## config.mk

```make
export PLATFORM = sky130hd
export DESIGN_NAME = svp_ctrl
export DESIGN_NICKNAME = d
export VERILOG_FILES = /design/src/hw/rtl/svp_pkg.sv /design/src/hw/rtl/svp_ctrl.sv
export SDC_FILE = /design/constraint.sdc
export NUM_CORES = 1
export LEC_CHECK = 0
export ABC_AREA = 1
export BUFFER_PORTS_ARGS = -buffer_cell sky130_fd_sc_hd__buf_2
export CAP_MARGIN = 25
export CORE_MARGIN = 10
export CORE_UTILIZATION = 35
export DETAILED_ROUTE_END_ITERATION = 10
export MAX_ROUTING_LAYER = met4
export PLACE_DENSITY = 0.72
export SLEW_MARGIN = 20
export SYNTH_ARGS = -nofsm -noshare
export SYNTH_HDL_FRONTEND = slang
export SYNTH_SLANG_ARGS = --single-unit
```

## constraint.sdc

```tcl
create_clock -name clock -period 3.4 [get_ports clock]
set_input_delay 0.51 -clock clock [delete_from_list [all_inputs] [get_ports clock]]
set_output_delay 0.51 -clock clock [all_outputs]
set_load 0.03 [all_outputs]
```

## src/hw/rtl/svp_pkg.sv

```systemverilog
package svp_pkg;

   localparam int MAX_FRAMES = 16384;
   localparam int MEM_WORDS  = 32768;
   localparam int FRAME_W    = 15;
   localparam int ADDR_W     = 15;
   localparam int PHASE_W    = 48;
   localparam int STEP_W     = 47;
   localparam int SAMPLE_W   = 24;
   localparam int CSR_IDX_W  = 3;
   localparam int CSR_DATA_W = 47;

   localparam logic [1:0] OP_LOAD  = 2'd0;
   localparam logic [1:0] OP_START = 2'd1;
   localparam logic [1:0] OP_FRAME = 2'd2;

   localparam logic [2:0] CSR_START  = 3'd0;
   localparam logic [2:0] CSR_END    = 3'd1;
   localparam logic [2:0] CSR_MODE   = 3'd2;
   localparam logic [2:0] CSR_FIRST  = 3'd3;
   localparam logic [2:0] CSR_LAST   = 3'd4;
   localparam logic [2:0] CSR_STEP   = 3'd5;
   localparam logic [2:0] CSR_INTERP = 3'd6;
   localparam logic [2:0] CSR_FORMAT = 3'd7;

   localparam logic [1:0] MODE_ONCE = 2'd0;
   localparam logic [1:0] MODE_FWD  = 2'd1;
   localparam logic [1:0] MODE_PING = 2'd2;
   localparam logic [1:0] MODE_SEG  = 2'd3;

   // commands from controller to datapath
   typedef struct packed {
      logic load;        // write sample word
      logic start;       // check config and set up voice
      logic rd_a;        // issue memory read for current frame
      logic rd_b;        // issue memory read for next frame
      logic cap_a;       // capture read data of current frame
      logic cap_b;       // capture read data of next frame
      logic mul;         // interpolation multiply
      logic fin;         // build output samples
      logic adv;         // phase advance, first step
      logic mod_start;   // start modulo unit
      logic adv_done;    // commit advanced phase
      logic clear_out;   // output zeros
   } cmd_type;

   typedef struct packed {
      logic active;
      logic mod_busy;
      logic need_mod;
      logic side;        // 0 left, 1 right in progress
      logic stereo;
   } sts_type;

endpackage

```

## src/hw/rtl/svp_ctrl.sv

```systemverilog
module svp_ctrl (
   input  logic              clock,
   input  logic              reset,
   input  logic              req_tvalid,
   output logic              req_tready,
   input  logic [1:0]        op,
   output logic              rsp_tvalid,
   input  logic              rsp_tready,
   output svp_pkg::cmd_type  cmd,
   output logic              side,
   input  svp_pkg::sts_type  sts
);
   import svp_pkg::*;

   localparam logic [3:0] ST_IDLE = 4'd0;
   localparam logic [3:0] ST_RDA  = 4'd1;
   localparam logic [3:0] ST_CAPA = 4'd2;
   localparam logic [3:0] ST_RDB  = 4'd3;
   localparam logic [3:0] ST_CAPB = 4'd4;
   localparam logic [3:0] ST_MUL  = 4'd5;
   localparam logic [3:0] ST_FIN  = 4'd6;
   localparam logic [3:0] ST_ADV  = 4'd7;
   localparam logic [3:0] ST_MOD  = 4'd8;
   localparam logic [3:0] ST_DONE = 4'd9;
   localparam logic [3:0] ST_OUT  = 4'd10;

   logic [3:0] state_ff, state_in;
   logic       side_ff, side_in;
   logic       wait_ff, wait_in;

   assign side       = side_ff;
   assign req_tready = (state_ff == ST_IDLE) && !rsp_tvalid;
   assign rsp_tvalid = (state_ff == ST_OUT);

   always_comb begin
      state_in = state_ff;
      side_in  = side_ff;
      wait_in  = 1'b0;
      cmd      = '0;
      unique case (state_ff)
         ST_IDLE: begin
            if (req_tvalid && req_tready) begin
               unique case (op)
                  OP_LOAD: begin
                     cmd.load  = 1'b1;
                     cmd.clear_out = 1'b1;
                     state_in  = ST_OUT;
                  end
                  OP_START: begin
                     cmd.start = 1'b1;
                     cmd.clear_out = 1'b1;
                     state_in  = ST_OUT;
                  end
                  OP_FRAME: begin
                     cmd.clear_out = 1'b1;
                     side_in  = 1'b0;
                     state_in = sts.active ? ST_RDA : ST_OUT;
                  end
                  default: begin
                     cmd.clear_out = 1'b1;
                     state_in = ST_OUT;
                  end
               endcase
            end
         end
         ST_RDA: begin
            cmd.rd_a = 1'b1;
            state_in = ST_CAPA;
         end
         ST_CAPA: begin
            cmd.cap_a = 1'b1;
            state_in = ST_RDB;
         end
         ST_RDB: begin
            cmd.rd_b = 1'b1;
            state_in = ST_CAPB;
         end
         ST_CAPB: begin
            cmd.cap_b = 1'b1;
            state_in = ST_MUL;
         end
         ST_MUL: begin
            cmd.mul  = 1'b1;
            state_in = ST_FIN;
         end
         ST_FIN: begin
            cmd.fin = 1'b1;
            if (!side_ff && sts.stereo) begin
               side_in  = 1'b1;
               state_in = ST_RDA;
            end else begin
               state_in = ST_ADV;
            end
         end
         ST_ADV: begin
            cmd.adv  = 1'b1;
            state_in = ST_MOD;
            wait_in  = 1'b1;
         end
         ST_MOD: begin
            if (wait_ff) begin
               if (sts.need_mod) begin
                  cmd.mod_start = 1'b1;
               end else begin
                  state_in = ST_DONE;
               end
            end else if (!sts.mod_busy) begin
               state_in = ST_DONE;
            end
         end
         ST_DONE: begin
            cmd.adv_done = 1'b1;
            state_in = ST_OUT;
         end
         ST_OUT: begin
            if (rsp_tready) state_in = ST_IDLE;
         end
         default: state_in = ST_IDLE;
      endcase
   end

   always_ff @(posedge clock) begin
      if (reset) begin
         state_ff <= ST_IDLE;
         side_ff  <= 1'b0;
         wait_ff  <= 1'b0;
      end else begin
         state_ff <= state_in;
         side_ff  <= side_in;
         wait_ff  <= wait_in;
      end
   end

endmodule

```

==> metrics.md, run 1 <==
| Metric | Value |
|---|---|
| Mapped Nets | around 110 |
| YS warnings | 0 |
| Ant. Diodes | 0 |
| Routed wire per std cell | roughly 11 µm |
| Critical-path cell list | nor2_1 -> nand2_2 -> nor2_2 -> inv_1 -> nor3_1 -> buf_2 |
| Fillcell total | roughly 170 |
| Die Y | about 60 µm |
| 1st-iter DRT viols | 10 |
| Layout overhead on the synthesized area | 27.44% |
| Power Dens Cells | between 700 and 800 nW/µm² |
| DP HPWL | roughly 1300 µm |
| RSZ-0062 raised after global routing | no |
| IO Pins | 26 |
| Total grt overflow | 0 |
| Most frequent cells in the layout | buf_2, nor2_1, nand2_1 |
| Final max-slew violation count | 0 |
| Outcome | finished clean |
| Register area share after synthesis | between 20 and 25% |
| Antenna Violating Nets Remaining | 0 |
| Nets@finish | 133 |
| Drt drc | 0 |
| Placed cells | 133 |
| Post-Syn Area | approximately 540 µm² |
| M1 GR Usage | 9.146% |
| Layout cells sized above 1 | 32.50% |
| Crit end category | output pin |
| Post-CTS setup buffers | 0 |
| Worst-path fanout max | 6 |
| Cts hold-fix bufs | 0 |
| P_leak | 0.0004110 µW |
| Final Cycle Share | between 50% and 60% |
| Setup TNS | 0 ps |
| Worst Path Required | 2890 ps |
| Pre-CTS setup slack | between 1500 and 2000 ps |
| H-tree levels | 1 |
| Peak Freq | approximately 0.50 GHz |
| First-pass GRT wire length | approximately 2400 µm |
| Maximum vdd drop | 0.3245 mV |
| Yosys reg bits | 6 |
| Clock sinks | 6 |
| Ranking of synthesized cells by area | dfxtp_1, nor2_1, nand2_1 |
| IO buf count | 24 |
| Met2 Use GR | 14.41% |
| Worst Skew | roughly 1.5 ps |
| Crit path kind | register to output pin |
| Most common cell after layout, fill and taps aside | buf_2 |
| DR pass1 iterations | 4 |
| Flop2flop setup slack | roughly 2100 ps |
| Initial antenna violation count | 0 |
| Num CTS Buffers | 3 |
| Clock buffer depth | 2 |
| GRT Total Usage | under 10% |
| Post-Synthesis Cells | 95 |
| Via density | roughly 4.6 |
| Cell taking the most area after synthesis | dfxtp_1 |
| Core area | approximately 1500 µm² |
| Starting density of the core | a little over a third |
| Final Hold Fails | 0 |
| Via count | slightly above 600 |
| Routed wire length | approximately 1400 µm |
| Die ar. | roughly 3500 µm² |
| Non-filler cells, final | 136 |
| Min cycle time layout | around 2000 ps |
| Clock root buffer | clkbuf_4 |
| Busiest grt layer | met2 |
| Global routing usage on met3 | between 3 and 4% |
| Worst setup margin | ~1400 ps |
| Worst slew pin tran | roughly 330 ps |
| Final setup fails | 0 |
| Critical path's largest stage delay | between 300 and 400 ps |
| FP Rows | 14 |
| Worst min path class | register to register |
| Arrival time worst endpoint | approximately 1500 ps |
| CTS tree | done |
| Largest net degree at the start of global routing | 8 |
| Gp weighted congestion | just over 0.8 |
| Worst-path cell with the longest stage delay | dfxtp_1 |
| Syn Area/Cell | between 5 and 6 µm² |
| Vias in the first global route | around 600 |
| Worst relative slew slack | 77.91% |
| Post-synth top area share | approximately 22% |
| Startpoint Class | register |
| # resized after CTS | 0 |
| MaxCap Viol Count | 0 |
| Clock transition at path regs | 40 ps |
| Die X | a little under 60 µm |
| Synth unique cells | 20 |
| Clk Latency, worst-skew pair | around 230 ps |
-- path summary, 6_finish.rpt --
| path | start | to | cells past startpoint |
|---|---|---|---|
| min | side | side | 2 |
| max reg2reg | state_ff[1] | state_ff[3] | 7 |
| max | state_ff[2] | cmd[11] | 6 |
| min reg2reg | side | side | 2 |
-- per-layer routing --
| metal | up-vias | wire length [µm] | part of all wire, % |
|---|---|---|---|
| met5 | - | 0 | 0 |
| met4 | 0 | 13 | 0.91 |
| met3 | 2 | 98 | 6.8 |
| met2 | 10 | 717 | 50 |
| met1 | 263 | 601 | 42 |
| li1 | 347 | - | - |
-- metrics by stage --
step | total power, µW | utilization, % | hold WS (ps) | instance area, µm²
after floorplan | 399.7 | - | 507.2 | 538.0
after global placement | 479.0 | 45.07 | 460.3 | 663.1
after detailed placement | 483.0 | 45.07 | 473.6 | 663.1
after CTS | 547.4 | 46.60 | 479.6 | 685.7
after global routing | 596.2 | 46.60 | 511.9 | 685.7
final | 540.2 | 46.60 | 474.4 | 685.7
-- worst max-delay path, delay by kind of cell, from the launching register on --
kind	cells	cell delay [ps]
AND/OR/NAND/NOR	4	640
flip-flops	1	350
buffers and inverters	2	280
-- flip-flops by register name, summed over array words and instances (netlist names) --
signal	cells
side	1
state_ff	4
wait_ff	1
-- Yosys cell counts --
cell      instances
nor4_1            1
nor3_1            2
a31oi_1           1
inv_1            15
nor2_1           21
inv_2             3
nand2_2           3
o211ai_1          2
nor2_4            1
a21oi_1           1
nand3_2           1
nand4_1           1
nor3_4            1
buf_4             2
a21oi_2           1
o21ai_0           3
dfxtp_1           6
nor2_2            2
nand3_1           8
nand2_1          20
-- power breakdown --
part	internal (µW)	switching, µW	leakage [µW]
sequential	90.6	28.9	0.0000492
combinational	109	251	0.000348
clock	39.6	21.1	0.0000138
-- layout make-up --
| class | instances | area, µm² | share of cell area (%) |
|---|---|---|---|
| Clock buffer | 3 | 22.52 | 3.285 |
| Inverter | 18 | 67.56 | 9.854 |
| Multi-Input combinational cell | 69 | 335.3 | 48.91 |
| Sequential cell | 6 | 120.1 | 17.52 |
| Tap cell | 16 | 20.02 | 2.920 |
| Timing Repair Buffer | 24 | 120.1 | 17.52 |
-- cell families after synthesis --
group,count (synthesis),synth area share [%]
and+or+nand+nor,61,53.03
buffers and inverters,20,15.35
AOI/OAI and AO/OA,8,9.301
DFF,6,22.33
(Power assumes the default switching activity.)
==> run 2: changes to the inputs <==
Clock period 3.4 ns to 1.9 ns, I/O delays scaled along.
==> run 2 against run 1 <==
Combinational power is 80% higher; critical path type unchanged; register-to-register slack worse by 1500 ps; non-clock buffer count stayed put; largest cell class unchanged; largest power group unchanged; wire length is 0.84% higher.
==> metrics.md, run 2 (same netlist as run 1, synthesis figures left out) <==
| Metric | Value |
|---|---|
| Outcome | finished clean (unchanged) |
| Peak Freq | approximately 0.58 GHz |
| Die ar. | 3505 µm² (unchanged) |
| Initial antenna violation count | 0 (unchanged) |
| Post-CTS setup buffers | 0 (unchanged) |
| Worst Path Required | 1620 ps (was 2890 ps) |
| Clock buffer depth | 2 (unchanged) |
| Die X | 59.21 µm (unchanged) |
| IO Pins | 26 (unchanged) |
| Final max-slew violation count | 0 (unchanged) |
| Crit path top cell by count | nor2_2 |
| Capture point of the critical path | cmd[10] (was cmd[11]) |
| Worst slew pin tran | 318.0 ps (was 328.4 ps) |
| First-pass GRT wire length | 2283 µm (was 2449 µm) |
| H-tree levels | 1 (unchanged) |
| Via density | 4.816 (was 4.574) |
| Final setup fails | 0 (unchanged) |
| Worst-path fanout max | 7 (was 6) |
| Num CTS Buffers | 3 (unchanged) |
| Final Cycle Share | around 90% |
| Critical-path cell list | nor2_2 -> nand2_2 -> nor2_2 -> inv_1 -> nor3_1 -> buf_2 (was nor2_1 -> nand2_2 -> nor2_2 -> inv_1 -> nor3_1 -> buf_2) |
| P_leak | 0.0004116 µW (was 0.0004110 µW) |
| Starting density of the core | 36.56% (unchanged) |
| Startpoint Class | register (unchanged) |
| GRT Total Usage | 8.396% (was 8.967%) |
| Multi-input logic area | 337.8 µm² (was 335.3 µm²) |
| Most frequent cells in the layout | buf_2, nand2_1, nor2_1 (was buf_2, nor2_1, nand2_1) |
| Layout cells sized above 1 | 33.33% (was 32.50%) |
| Drt drc | 0 (unchanged) |
| Antenna Violating Nets Remaining | 0 (unchanged) |
| Worst R2R Path Depth | 7 (unchanged) |
| Area after DPL | 663.1 µm² (unchanged) |
| Register area | 120.1 µm² (unchanged) |
| Die Y | 59.21 µm (unchanged) |
| Total grt overflow | 0 (unchanged) |
| Core area | 1471 µm² (unchanged) |
| Crit path kind | register to output pin (unchanged) |
| DR pass1 iterations | 4 (unchanged) |
| DP HPWL | 1296 µm (was 1290 µm) |
| Clock transition at path regs | 40 ps (about the same) |
| Arrival time worst endpoint | 1440 ps (was 1500 ps) |
| IO buf count | 24 (unchanged) |
| Worst min path class | input port to register (was register to register) |
| Hold path startpoint | reset (was side) |
| Largest net degree at the start of global routing | 8 (unchanged) |
| Worst R2R Start | state_ff[3] (was state_ff[1]) |
| Worst Skew | 1.035 ps (was 1.481 ps) |
| Gp weighted congestion | 0.8303 (was 0.8318) |
| Reg2reg end | state_ff[3] (unchanged) |
| Cts hold-fix bufs | 0 (unchanged) |
| CTS tree | done (unchanged) |
| MaxCap Viol Count | 0 (unchanged) |
| Routed wire length | 1443 µm (was 1431 µm) |
| Routed wire per std cell | 10.61 µm (was 10.52 µm) |
| Crit end category | output pin (unchanged) |
| Biggest register | state_ff (unchanged) |
| Worst-path cell with the longest stage delay | dfxtp_1 (unchanged) |
| Clock root buffer | clkbuf_4 (unchanged) |
| Via count | 655 (was 622) |
| Worst Setup SP | state_ff[0] (was state_ff[2]) |
| Critical path's largest stage delay | 370 ps (was 350 ps) |
| Total power | 973.5 µW (was 540.2 µW) |
| Clk Latency, worst-skew pair | 230 ps (about the same) |
| Ant. Diodes | 0 (unchanged) |
| Flop2flop setup slack | 620 ps (was 2130 ps) |
| Clock sinks | 6 (unchanged) |
| Layout overhead on the synthesized area | 27.91% (was 27.44%) |
| Max reg flops | 4 (unchanged) |
| Nets@finish | 133 (unchanged) |
| Maximum vdd drop | 0.5011 mV (was 0.3245 mV) |
| Design area | 688.2 µm² (was 685.7 µm²) |
| Fillcell total | 160 (was 174) |
| RSZ-0062 raised after global routing | no (unchanged) |
| FP Rows | 14 (unchanged) |
| Min cycle time layout | between 1500 and 2000 ps |
| 1st-iter DRT viols | 11 (was 10) |
| Final Hold Fails | 0 (unchanged) |
| Most common cell after layout, fill and taps aside | buf_2 (unchanged) |
| Power Dens Cells | 1415 nW/µm² (was 787.9 nW/µm²) |
| Vias in the first global route | 559 (was 604) |
| Worst relative slew slack | 78.61% (was 77.91%) |
[run 2: worst max-delay path: cells and delay by family (launching register included)]
| family | cells | cell delay [ps] |
|---|---|---|
| DFF | 1 | 370 |
| buffers and inverters | 2 | 270 |
| and+or+nand+nor | 4 | 560 |
[run 2: repair_timing]
action                                  4_1_cts  5_1_grt
hold endpoints to repair                      0        0
gates resized for setup                       0        1
endpoints found under the setup margin        0        1
[run 2: area by class of cell]
type	count	share of cell area (%)
Timing Repair Buffer	24	17.45
Sequential cell	6	17.45
Multi-Input combinational cell	69	49.09
Inverter	18	9.818
Tap cell	16	2.909
Clock buffer	3	3.273
[run 2: layer usage]
layer | global-route usage [%] | part of all wire, % | wire length, µm
met4 | 3.934 | 0.28 | 4
met5 | - | 0 | 0
met1 | 8.183 | 40 | 576
met2 | 14.26 | 52 | 746
met3 | 3.219 | 8.0 | 115
[run 2: worst min-delay path by stage]
| stage | to | slack (ps) | depth (start not counted) |
|---|---|---|---|
| 4_1_cts | state_ff[1] | 270 | 2 |
| 6_report | state_ff[1] | 290 | 2 |
| 5_1_grt | state_ff[1] | 290 | 2 |
| 3_3_place_gp | side | 460 | 2 |
| 2_1_floorplan | state_ff[1] | 350 | 1 |
| 3_5_place_dp | side | 460 | 2 |
[run 2: where the power goes]
part           internal, µW  leakage (µW)  switching (µW)  total [µW]
clock                  70.9     0.0000138            38.0         109
combinational           196      0.000349             454         649
sequential              162     0.0000492            53.2         215
total                   429      0.000412             545         974
[run 2: through the flow]
stage          utilization (%)  TNS (ps)  hold WS, ps  worst slack (ps)  cells
6_report                 46.77         0        286.0             171.2    136
5_1_grt                  46.77         0        289.9             33.14    136
4_1_cts                  46.60         0        272.3             122.0    136
3_5_place_dp             45.07         0        463.7             393.0    133
3_3_place_gp             45.07         0        461.8             401.2    133
2_1_floorplan                -    -254.0        347.4            -127.0     95
==> run 3: changes to the inputs <==
==> constraint.sdc (replaced) <==
create_clock -name clock -period 1.7 [get_ports clock]
set_input_delay 0.255 -clock clock [delete_from_list [all_inputs] [get_ports clock]]
set_output_delay 0.255 -clock clock [all_outputs]
set_load 0.05 [all_outputs]
==> run 3 against run 2 <==
Wire length is 9.8% higher; clock skew is 6.0 ps higher; first-iteration DRC count shrank 36%; count of clock-buffer cells in the layout did not move; global-route usage increased by 0.94 points; sequential share of layout area is 1.1 points lower; hold slack worse by 53 ps; sequential power grew 20%; combinational power rose by 52%; critical path depth stayed put; register-to-register slack worse by 210 ps; via count up 2.0%.
==> metrics.md, run 3 (same netlist as run 1, synthesis figures left out) <==
| Metric | Value |
|---|---|
| Outcome | finished clean (unchanged) |
| Worst Skew | 7.042 ps (was 1.035 ps) |
| Comb pwr share | 71.8% (was 66.7%) |
| Worst Setup SP | state_ff[0] (unchanged) |
| CTS tree | done (unchanged) |
| Layout cells sized above 1 | 41.13% (was 33.33%) |
| Reg2reg end | state_ff[1] (was state_ff[3]) |
| 1st-iter DRT viols | 7 (was 11) |
| DP HPWL | 1383 µm (was 1296 µm) |
| Final max-slew violation count | 0 (unchanged) |
| Internal power | 589.9 µW (was 428.8 µW) |
| Routed wire per std cell | 11.32 µm (was 10.61 µm) |
| Drt drc | 0 (unchanged) |
| Psw | 788.5 µW (was 544.8 µW) |
| Crit path top cell by count | buf_4 (was nor2_2) |
| Startpoint Class | register (unchanged) |
| Starting density of the core | 36.56% (unchanged) |
| Hold path startpoint | reset (unchanged) |
| P_leak | 0.0004450 µW (was 0.0004116 µW) |
| Die Y | 59.21 µm (unchanged) |
| Routed wire length | 1585 µm (was 1443 µm) |
| Most frequent cells in the layout | buf_2, nand2_1, nor2_1 (unchanged) |
| Max reg flops | 4 (unchanged) |
| Die ar. | 3505 µm² (unchanged) |
| Final Cycle Share | a little over nine tenths |
| Total grt overflow | 0 (unchanged) |
| Layout overhead on the synthesized area | 44.88% (was 27.91%) |
| Worst min path class | input port to register (unchanged) |
| Peak Freq | between 0.6 and 0.7 GHz |
| Initial antenna violation count | 0 (unchanged) |
| Worst Path Required | 1440 ps (was 1620 ps) |
| Vias in the first global route | 643 (was 559) |
| DR top layer | met4 (unchanged) |
| Most common cell after layout, fill and taps aside | buf_2 (unchanged) |
| M1 wire length | 704 µm (was 576 µm) |
| Nets@finish | 137 (was 133) |
| Crit end category | output pin (unchanged) |
| Cts hold-fix bufs | 0 (unchanged) |
| Clock sinks | 6 (unchanged) |
| Min cycle time layout | around 1600 ps |
| Final setup fails | 0 (unchanged) |
| Die X | 59.21 µm (unchanged) |
| Maximum vdd drop | 1.267 mV (was 0.5011 mV) |
| Total power | 1378 µW (was 973.5 µW) |
| Worst-path fanout max | 7 (unchanged) |
| IO buf count | 24 (unchanged) |
| FP Rows | 14 (unchanged) |
| Clock root buffer | clkbuf_4 (unchanged) |
| Largest net degree at the start of global routing | 8 (unchanged) |
| Final Hold Fails | 0 (unchanged) |
| H-tree levels | 1 (unchanged) |
| RSZ-0062 raised after global routing | no (unchanged) |
| Core area | 1471 µm² (unchanged) |
| Setup TNS | 0 ps (unchanged) |
| Clock buffer depth | 2 (unchanged) |
| MaxCap Viol Count | 0 (unchanged) |
| Biggest register | state_ff (unchanged) |
| IO Pins | 26 (unchanged) |
| Worst R2R Path Depth | 8 (was 7) |
| First-pass GRT wire length | 2546 µm (was 2283 µm) |
| GRT Total Usage | 9.339% (was 8.396%) |
| Met2 wire len | 734 µm (was 746 µm) |
| Clk Latency, worst-skew pair | 240 ps (was 230 ps) |
| Clock transition at path regs | 50 ps (was 40 ps) |
| Critical-path cell list | nor2_4 -> buf_4 -> buf_4 -> nand3_1 -> inv_1 -> clkbuf_4 (was nor2_2 -> nand2_2 -> nor2_2 -> inv_1 -> nor3_1 -> buf_2) |
| Num CTS Buffers | 3 (unchanged) |
| Sequential share of power | 18.7% (was 22.1%) |
| Worst-path cell with the longest stage delay | dfxtp_2 (was dfxtp_1) |
| Antenna Violating Nets Remaining | 0 (unchanged) |
| Fillcell total | 166 (was 160) |
| Via count | 668 (was 655) |
| Worst setup margin | 97.61 ps (was 171.2 ps) |
| Power Dens Cells | 1768 nW/µm² (was 1415 nW/µm²) |
| Pre-CTS setup slack | 231.9 ps (was 393.0 ps) |
| Worst relative slew slack | 81.01% (was 78.61%) |
| Switching share of power | 57.20% (was 55.96%) |
| Met3 wire len | 107 µm (was 115 µm) |
| Ant. Diodes | 0 (unchanged) |
| Hold Path End | state_ff[1] (unchanged) |
| Flop2flop setup slack | 410 ps (was 620 ps) |
| Min Hold Slack | 233.2 ps (was 286.0 ps) |
| Via density | 4.771 (was 4.816) |
| Clock power share | 9.5% (was 11.2%) |
| DR pass1 iterations | 4 (unchanged) |
| Crit path kind | register to output pin (unchanged) |
| Worst hold path depth | 2 (unchanged) |
| Critical path's largest stage delay | 360 ps (was 370 ps) |
| Arrival time worst endpoint | 1350 ps (was 1440 ps) |
| Worst R2R Start | state_ff[0] (was state_ff[3]) |
| Worst slew pin tran | 282.3 ps (was 318.0 ps) |
| Gp weighted congestion | 0.7875 (was 0.8303) |
## run 3: cell count changes in the layout (fill, tap and decap cells not counted), moves of 2 or more
| cell | before | now |
|---|---|---|
| clkbuf_4 | 3 | 5 |
| dfxtp_1 | 6 | 2 |
| nor3_4 | 1 | 3 |
| buf_4 | 0 | 4 |
| nor2_4 | 1 | 4 |
| dfxtp_2 | 0 | 3 |
| nor2_2 | 3 | 0 |
| nor3_1 | 2 | 0 |
| buf_2 | 24 | 21 |
## run 3: area by class of cell
type / count / area [µm²] / share of cell area [%]
Timing Repair Buffer: 28 / 161.4 / 20.71
Clock buffer: 3 / 22.52 / 2.889
Inverter: 18 / 67.56 / 8.668
Multi-Input combinational cell: 69 / 380.4 / 48.80
Sequential cell: 6 / 127.6 / 16.37
Tap cell: 16 / 20.02 / 2.568
## run 3: worst max-delay path by stage
stage | end | slack (ps) | depth (start not counted)
final | cmd[2] | 100 | 6
after detailed placement | cmd[10] | 230 | 6
after floorplan | cmd[10] | -20 | 5
after CTS | cmd[11] | 10 | 6
after global routing | cmd[2] | 7 | 5
after global placement | cmd[10] | 250 | 6
## run 3: power by group through the flow
stage,Clock (µW),Sequential [µW],Combinational [µW]
after floorplan,0,275,714
after global placement,0,257,896
after detailed placement,0,261,905
after CTS,136,257,910
after global routing,139,266,1090
final,131,258,989
## run 3: worst max-delay path: cells and delay by family, from the launching register on
kind,cells,cell delay (ps)
buffers and inverters,4,510
DFF,1,360
and+or+nand+nor,2,230
## run 3: stage by stage
stage,instances,utilization (%),cell area (µm²)
final,140,52.98,779.5
after global routing,140,52.98,779.5
after CTS,136,50.17,738.2
after detailed placement,133,48.47,713.2
after global placement,133,48.47,713.2
after floorplan,95,-,588.1
## run 3: what timing repair did
action | CTS | global route
pin swaps | 0 | 3
gates resized for setup | 1 | 4
setup endpoints to repair | 1 | 3
cloned | 0 | 0
setup buffers | 0 | 4
## run 3: routing by layer
metal / GRT usage, % / vias up
li1: - / 360
met5: - / -
met4: 7.213 / 0
met3: 2.361 / 4
met2: 14.26 / 20
met1: 10.05 / 284
